File: config.mk
export PLATFORM = sky130hd
export DESIGN_NAME = sorted_priority_job_queue
export DESIGN_NICKNAME = d
export VERILOG_FILES = /design/src/sv/spjq_pkg.sv /design/src/sv/sorted_priority_job_queue.sv /design/src/sv/spjq_ram.sv /design/src/sv/spjq_seq.sv
export SDC_FILE = /design/constraint.sdc
export NUM_CORES = 1
export LEC_CHECK = 0
export BUFFER_PORTS_ARGS = -buffer_cell sky130_fd_sc_hd__buf_2
export CAP_MARGIN = 40
export CORE_ASPECT_RATIO = 1.25
export CORE_UTILIZATION = 46
export CTS_CLUSTER_DIAMETER = 100
export CTS_CLUSTER_SIZE = 40
export DETAILED_ROUTE_END_ITERATION = 10
export PLACE_DENSITY_LB_ADDON = 0.05
export SYNTH_ARGS = -nofsm -noshare
export SYNTH_HDL_FRONTEND = slang
export SYNTH_SLANG_ARGS = --single-unit
File: constraint.sdc
create_clock -name clk -period 9.4 [get_ports clk]
set_clock_uncertainty 0.1 [all_clocks]
set_input_delay 0.47 -clock clk [delete_from_list [all_inputs] [get_ports clk]]
set_output_delay 0.47 -clock clk [all_outputs]
set_load 0.05 [all_outputs]
File: src/sv/spjq_pkg.sv
// ----------------------------------------------------------------------------
// spjq_pkg
// Shared types and constants for the sorted priority job queue.
// ----------------------------------------------------------------------------
package spjq_pkg;

  localparam int CAPACITY = 16;
  localparam int ADDR_W   = $clog2(CAPACITY);
  localparam int CNT_W    = $clog2(CAPACITY + 1);
  localparam int PRIO_W   = 8;
  localparam int TIME_W   = 16;
  localparam int TAG_W    = 5;

  localparam logic OP_INSERT   = 1'b0;
  localparam logic OP_DUMP     = 1'b1;
  localparam logic STATUS_OK   = 1'b0;
  localparam logic STATUS_FULL = 1'b1;

  typedef enum logic [1:0] {
    KIND_ACK   = 2'd0,
    KIND_ENTRY = 2'd1,
    KIND_EMPTY = 2'd2
  } kind_t;

  typedef struct packed {
    logic [TAG_W-1:0]  tag;
    logic [PRIO_W-1:0] prio;
    logic [TIME_W-1:0] tim;
  } entry_t;

  localparam int ENTRY_W = $bits(entry_t);

  typedef struct packed {
    kind_t  kind;
    logic   status;
    entry_t entry;
    logic   last;
  } res_t;

endpackage

File: src/sv/sorted_priority_job_queue.sv
// ----------------------------------------------------------------------------
// sorted_priority_job_queue
// Job table kept in descending priority order, with insert and dump commands.
// ----------------------------------------------------------------------------
// Usage:
//   in_* channel takes one command word. in_tuser selects insert (0) or
//   dump (1); in_tdata carries priority and page count of an insert.
//   out_* channel returns result words. An insert answers with one ack
//   word (status 1 when the table is full). A dump returns every stored
//   entry in priority order, one word per cycle while out_tready allows,
//   with out_tlast on the final one; an empty table gives a single
//   empty-marker word. An insert walks the RAM backward from the tail,
//   one entry per cycle, shifting each lower-priority entry up one place
//   until the new job is placed, and then answers with its ack word.
//   One command is in work at a time; in_tready is high only when idle.
//   Reset empties the table; stored entries are not cleared.
//   A stalled receiver holds the output register and pauses the sequencer.
// ----------------------------------------------------------------------------
module sorted_priority_job_queue (
  input  logic        clk,
  input  logic        rst_n,
  input  logic        in_tvalid,
  output logic        in_tready,
  input  logic [23:0] in_tdata,   // [7:0] job_priority, [23:8] job_pages
  input  logic [0:0]  in_tuser,   // [0] opcode
  output logic        out_tvalid,
  input  logic        out_tready,
  output logic [31:0] out_tdata,  // [4:0] entry_tag, [12:5] entry_priority,
                                  // [28:13] entry_time, [31:29] zero
  output logic [2:0]  out_tuser,  // [1:0] kind, [2] insert_status
  output logic        out_tlast
);

  logic           res_valid;
  logic           res_ready;
  spjq_pkg::res_t res;

  logic           out_valid_r, out_valid_nxt;
  spjq_pkg::res_t out_res_r, out_res_nxt;

  spjq_seq u_seq (
    .clk       (clk),
    .rst_n     (rst_n),
    .in_valid  (in_tvalid),
    .in_ready  (in_tready),
    .in_op     (in_tuser[0]),
    .in_prio   (in_tdata[7:0]),
    .in_pages  (in_tdata[23:8]),
    .res_valid (res_valid),
    .res_ready (res_ready),
    .res       (res)
  );

  assign res_ready = !out_valid_r || out_tready;

  always_comb begin
    out_valid_nxt = out_valid_r;
    out_res_nxt   = out_res_r;
    if (res_ready) begin
      out_valid_nxt = res_valid;
      if (res_valid) begin
        out_res_nxt = res;
      end
    end
  end

  always_ff @(posedge clk) begin
    if (!rst_n) begin
      out_valid_r <= 1'b0;
    end else begin
      out_valid_r <= out_valid_nxt;
    end
    out_res_r <= out_res_nxt;
  end

  assign out_tvalid = out_valid_r;
  assign out_tdata  = {3'b000, out_res_r.entry.tim, out_res_r.entry.prio, out_res_r.entry.tag};
  assign out_tuser  = {out_res_r.status, out_res_r.kind};
  assign out_tlast  = out_res_r.last;

endmodule

File: src/sv/spjq_ram.sv
// ----------------------------------------------------------------------------
// spjq_ram
// Generic single-write, single-read RAM with registered read data.
// ----------------------------------------------------------------------------
module spjq_ram #(
  parameter int WIDTH = 8,
  parameter int DEPTH = 16
) (
  input  logic                     clk,
  input  logic                     wr_en,
  input  logic [$clog2(DEPTH)-1:0] wr_addr,
  input  logic [WIDTH-1:0]         wr_data,
  input  logic [$clog2(DEPTH)-1:0] rd_addr,
  output logic [WIDTH-1:0]         rd_data
);

  logic [WIDTH-1:0] mem [DEPTH];

  always_ff @(posedge clk) begin
    if (wr_en) begin
      mem[wr_addr] <= wr_data;
    end
    rd_data <= mem[rd_addr];
  end

endmodule

File: src/sv/spjq_seq.sv
// ----------------------------------------------------------------------------
// spjq_seq
// Sequencer: sorted insert by backward shift, in-order dump, over one RAM.
// ----------------------------------------------------------------------------
module spjq_seq (
  input  logic                        clk,
  input  logic                        rst_n,
  input  logic                        in_valid,
  output logic                        in_ready,
  input  logic                        in_op,
  input  logic [spjq_pkg::PRIO_W-1:0] in_prio,
  input  logic [spjq_pkg::TIME_W-1:0] in_pages,
  output logic                        res_valid,
  input  logic                        res_ready,
  output spjq_pkg::res_t              res
);

  typedef enum logic [2:0] {
    S_IDLE,
    S_CMP,
    S_PLACE,
    S_RESULT,
    S_DOUT
  } state_t;

  state_t                      state_r, state_nxt;
  logic [spjq_pkg::CNT_W-1:0]  count_r, count_nxt;
  logic [spjq_pkg::CNT_W-1:0]  pos_r, pos_nxt;
  logic [spjq_pkg::CNT_W-1:0]  dptr_r, dptr_nxt;
  spjq_pkg::entry_t            new_r, new_nxt;
  spjq_pkg::res_t              res_r, res_nxt;

  logic                        wr_en;
  logic [spjq_pkg::ADDR_W-1:0] wr_addr;
  spjq_pkg::entry_t            wr_data;
  logic [spjq_pkg::ADDR_W-1:0] rd_addr;
  spjq_pkg::entry_t            rd_data;

  logic [spjq_pkg::CNT_W-1:0]  cnt_m1, pos_m1, pos_m2, dptr_p1;
  logic [spjq_pkg::CNT_W:0]    tag_sum;
  logic                        dump_last;

  spjq_ram #(
    .WIDTH (spjq_pkg::ENTRY_W),
    .DEPTH (spjq_pkg::CAPACITY)
  ) u_ram (
    .clk     (clk),
    .wr_en   (wr_en),
    .wr_addr (wr_addr),
    .wr_data (wr_data),
    .rd_addr (rd_addr),
    .rd_data (rd_data)
  );

  assign cnt_m1    = count_r - spjq_pkg::CNT_W'(1);
  assign pos_m1    = pos_r - spjq_pkg::CNT_W'(1);
  assign pos_m2    = pos_r - spjq_pkg::CNT_W'(2);
  assign dptr_p1   = dptr_r + spjq_pkg::CNT_W'(1);
  assign tag_sum   = {1'b0, count_r} + (spjq_pkg::CNT_W + 1)'(1);
  assign dump_last = (dptr_p1 == count_r);

  assign in_ready  = (state_r == S_IDLE);
  assign res_valid = (state_r == S_RESULT) || (state_r == S_DOUT);

  always_comb begin
    res = res_r;
    if (state_r == S_DOUT) begin
      res.kind   = spjq_pkg::KIND_ENTRY;
      res.status = spjq_pkg::STATUS_OK;
      res.entry  = rd_data;
      res.last   = dump_last;
    end
  end

  always_comb begin
    state_nxt = state_r;
    count_nxt = count_r;
    pos_nxt   = pos_r;
    dptr_nxt  = dptr_r;
    new_nxt   = new_r;
    res_nxt   = res_r;
    wr_en     = 1'b0;
    wr_addr   = pos_r[spjq_pkg::ADDR_W-1:0];
    wr_data   = new_r;
    rd_addr   = dptr_r[spjq_pkg::ADDR_W-1:0];

    unique case (state_r)
      S_IDLE: begin
        if (in_valid) begin
          if (in_op == spjq_pkg::OP_INSERT) begin
            if (count_r == spjq_pkg::CNT_W'(spjq_pkg::CAPACITY)) begin
              res_nxt   = '{kind: spjq_pkg::KIND_ACK, status: spjq_pkg::STATUS_FULL,
                            entry: '0, last: 1'b1};
              state_nxt = S_RESULT;
            end else begin
              new_nxt.tag  = spjq_pkg::TAG_W'(tag_sum);
              new_nxt.prio = in_prio;
              new_nxt.tim  = in_pages;
              pos_nxt      = count_r;
              rd_addr      = cnt_m1[spjq_pkg::ADDR_W-1:0];
              state_nxt    = (count_r == '0) ? S_PLACE : S_CMP;
            end
          end else begin
            if (count_r == '0) begin
              res_nxt   = '{kind: spjq_pkg::KIND_EMPTY, status: spjq_pkg::STATUS_OK,
                            entry: '0, last: 1'b1};
              state_nxt = S_RESULT;
            end else begin
              dptr_nxt  = '0;
              rd_addr   = '0;
              state_nxt = S_DOUT;
            end
          end
        end
      end

      // rd_data holds entry pos-1; shift it up while the new job outranks it
      S_CMP: begin
        if (new_r.prio > rd_data.prio) begin
          wr_en   = 1'b1;
          wr_data = rd_data;
          pos_nxt = pos_m1;
          rd_addr = pos_m2[spjq_pkg::ADDR_W-1:0];
          if (pos_r == spjq_pkg::CNT_W'(1)) begin
            state_nxt = S_PLACE;
          end
        end else begin
          state_nxt = S_PLACE;
        end
      end

      S_PLACE: begin
        wr_en     = 1'b1;
        count_nxt = count_r + spjq_pkg::CNT_W'(1);
        res_nxt   = '{kind: spjq_pkg::KIND_ACK, status: spjq_pkg::STATUS_OK,
                      entry: new_r, last: 1'b1};
        state_nxt = S_RESULT;
      end

      S_RESULT: begin
        if (res_ready) begin
          state_nxt = S_IDLE;
        end
      end

      // one entry per cycle; address advances only when the word is taken
      S_DOUT: begin
        if (res_ready) begin
          dptr_nxt = dptr_p1;
          rd_addr  = dptr_p1[spjq_pkg::ADDR_W-1:0];
          if (dump_last) begin
            state_nxt = S_IDLE;
          end
        end
      end

      default: begin
        state_nxt = S_IDLE;
      end
    endcase
  end

  always_ff @(posedge clk) begin
    if (!rst_n) begin
      state_r <= S_IDLE;
      count_r <= '0;
    end else begin
      state_r <= state_nxt;
      count_r <= count_nxt;
    end
    pos_r  <= pos_nxt;
    dptr_r <= dptr_nxt;
    new_r  <= new_nxt;
    res_r  <= res_nxt;
  end

endmodule
==> results_dict.tcl <==
set metrics [dict create \
    grt_max_degree 114 \
    min_from "rst_n" \
    post-dp-hpwl_mm 30.3 \
    ys.flop_type "edfxtp_1" \
    vias 11552 \
    hold_ws_ps 43.3 \
    hp-class "input port to flop" \
    yosys_warnings 0 \
    drive_above_1_share 0.184 \
    worst_setup_path_end_kind "flop" \
    yosysSeqAreaShare 0.751 \
    fin_crit_ps 5240 \
    initial_core_util 0.468 \
    arrival_ps 5630 \
    startpoint_type "flop" \
    finalWirelength_mm 56.1 \
    finalNonFillerCells 2024 \
    syn_area_per_cell_um2 18.7 \
    cap_violations 0 \
    r2r_setup_slack_ps 4160 \
    cp.required_ps 9790 \
    io_buffers 63 \
    cts_tree "done" \
    holdPathStages 3 \
    dr.pass1.iters 5 \
    whs_endpoint "u_seq.state_r[1]" \
    timing.rr.end "u_seq.u_ram.rd_data[19]" \
    post_cts_buffers 0 \
    synth_cell_type_count 61 \
    gp_congestion 0.739 \
    critPathKind "flop to flop" \
    rsz0062_at_grt "false" \
    placementRows 92 \
    fin_tns_setup_ps 0 \
    placed_area_um2 25000 \
    maxSlewViolCount 0 \
    max-slew-margin-rel 0.337 \
    gr-total-overflow 0 \
    ys_ff_latch 605 \
    grt_pass1_vias 11803 \
    drtIter0Drc 985 \
    worst_slew_pin_slew_ps 970 \
    core-area_um2 50600 \
    crit_fanout 113 \
    max_freq_mhz 191 \
    path_clk_slew_ps 140 \
    postCtsResizedCells 0 \
    vias_per_cell 5.71 \
    fin_crit_sh 0.557 \
    syn_area_um2 23700 \
    placed_cells 1968 \
    root_buffer "clkbuf_16" \
    track_usage 0.218 \
    finish.instance_area_um2 25800 \
    numCtsBuffers 19 \
    cts-hold-fix-buffers 24 \
    ant_nets 0 \
    cts_htree_levels 1 \
    synth_edf_count 567 \
    ios 67 \
    finalSetupViolCount 0 \
    ys_async_sr_fraction 0 \
    final_hold_viol_count 0 \
    cts_max_path_buffers 3 \
    antenna_cells 0 \
    cts_sinks 605 \
    die_h_um 256 \
    die_w_um 205 \
    wl_per_cell_um 27.7 \
    vdd_ir_drop_max_mv 0.340 \
    synth_cells 1269 \
    timing.rr.start "u_seq.new_r[19]" \
    antenna_found_initial 0 \
    clkLatencyLatePin_ps 590 \
    r2r_cells 11 \
    powerDensity_nw_per_um2 285 \
    die_area_um2 52400 \
    area_delta_synth_final_pct 8.75 \
    drcViolationCount 0 \
    status "completed" \
    final_nets 1402 \
    grt_pass1_wl_mm 81.9 \
    p_leak_nw 8.73 \
]
-- cells in the mapped netlist, types with 20 or more instances --
master / instances / area share
a211o_1: 29 / 0.011
a22o_1: 30 / 0.011
and2_1: 29 / 0.0077
clkbuf_1: 29 / 0.0046
dfxtp_1: 38 / 0.032
edfxtp_1: 567 / 0.72
inv_1: 20 / 0.0032
mux2_2: 21 / 0.010
mux2i_1: 61 / 0.026
mux4_1: 20 / 0.022
mux4_2: 67 / 0.064
nand2_1: 97 / 0.015
nor2_1: 41 / 0.0065
o21ai_0: 20 / 0.0042
o22ai_1: 31 / 0.0082
-- logic make-up after synthesis --
family                     after synthesis  share of synthesized area
muxes                                  169                      0.122
AOI/OAI and AO/OA                      149                     0.0457
other                                    1                   0.000158
xor gates and xnor gates                23                    0.00850
buffers and inverters                   91                     0.0212
adders and majority gates               18                    0.00950
and+or+nand+nor                        213                     0.0428
DFF                                    605                      0.751
-- state kept, by name (all words and copies together) (netlist names) --
signal / cells
u_seq.u_ram.mem: 464
out_tuser: 3
u_seq.u_ram.rd_data: 29
out_tdata: 29
u_seq.res_r: 31
u_seq.pos_r: 5
u_seq.state_r: 3
u_seq.count_r: 5
u_seq.dptr_r: 5
u_seq.new_r: 29
out_tvalid: 1
out_tlast: 1
-- cell usage in the layout, fill, tap and decap left out, types with 19 or more instances in the layout --
cell type | netlist | final
a211o_1 | 29 | 29
a22o_1 | 30 | 30
and2_1 | 29 | 29
buf_2 | 12 | 63
buf_4 | 17 | 43
clkbuf_16 | 0 | 19
dfxtp_1 | 38 | 38
dlygate4sd3_1 | 0 | 24
edfxtp_1 | 567 | 567
inv_1 | 20 | 19
mux2_2 | 21 | 21
mux2i_1 | 61 | 61
mux4_1 | 20 | 20
mux4_2 | 67 | 67
nand2_1 | 97 | 96
nor2_1 | 41 | 27
o21ai_0 | 20 | 20
o22ai_1 | 31 | 31
-- layout make-up --
| type | instances | area, um2 |
|---|---|---|
| fill | 4187 | 24900 |
| sequential | 605 | 17800 |
| multi-input combinational | 575 | 5600 |
| timing repair buffer | 132 | 926 |
| tap | 658 | 823 |
| clock buffer | 29 | 513 |
| inverter | 22 | 82.6 |
| clock inverter | 3 | 41.3 |
-- layer usage --
| metal | vias to the layer above | global-route usage | part of all wire |
|---|---|---|---|
| li1 | 5181 | - | - |
| met1 | 6113 | 0.294 | 0.42 |
| met2 | 225 | 0.387 | 0.53 |
| met3 | 33 | 0.0214 | 0.038 |
| met4 | 0 | 0.0391 | 0.014 |
| met5 | - | 0 | 0 |
-- worst max path at each step --
stage / from / end / slack [ps] / cells after the start
after global placement: u_seq.new_r[19] / u_seq.u_ram.rd_data[19] / 4190 / 11
after floorplan: u_seq.state_r[0] / u_seq.u_ram.mem[0][0] / 5310 / 7
after global routing: u_seq.new_r[19] / u_seq.u_ram.rd_data[19] / 3860 / 11
after detailed placement: u_seq.new_r[19] / u_seq.u_ram.rd_data[19] / 4130 / 11
after CTS: u_seq.new_r[19] / u_seq.u_ram.rd_data[19] / 4100 / 11
final: u_seq.new_r[19] / u_seq.u_ram.rd_data[19] / 4160 / 11
-- where the power goes --
group          internal (mW)  switching (mW)
logic                   1.05            1.54
clock network          0.397           0.777
registers               3.47           0.124
total                   4.92            2.44
-- critical path: stages, from the launching register on --
cell and delay (ps):
edfxtp_1 450, ha_1 340, and4b_1 200, a211oi_2 370, a2bb2oi_1 450, nor2_1 300, a221oi_4 380, buf_12 700
buf_4 660, mux4_1 630, a22o_1 260, a211o_1 270
-- per-stage QoR --
stage / utilization / total power, mW / setup slack [ps]
after floorplan: - / 5.54 / 5310
after global placement: 0.493 / 6.26 / 4190
after detailed placement: 0.493 / 6.29 / 4130
after CTS: 0.509 / 7.46 / 4100
after global routing: 0.509 / 7.71 / 3860
final: 0.509 / 7.36 / 4160
Note: power is estimated with default switching activity, not from simulation.
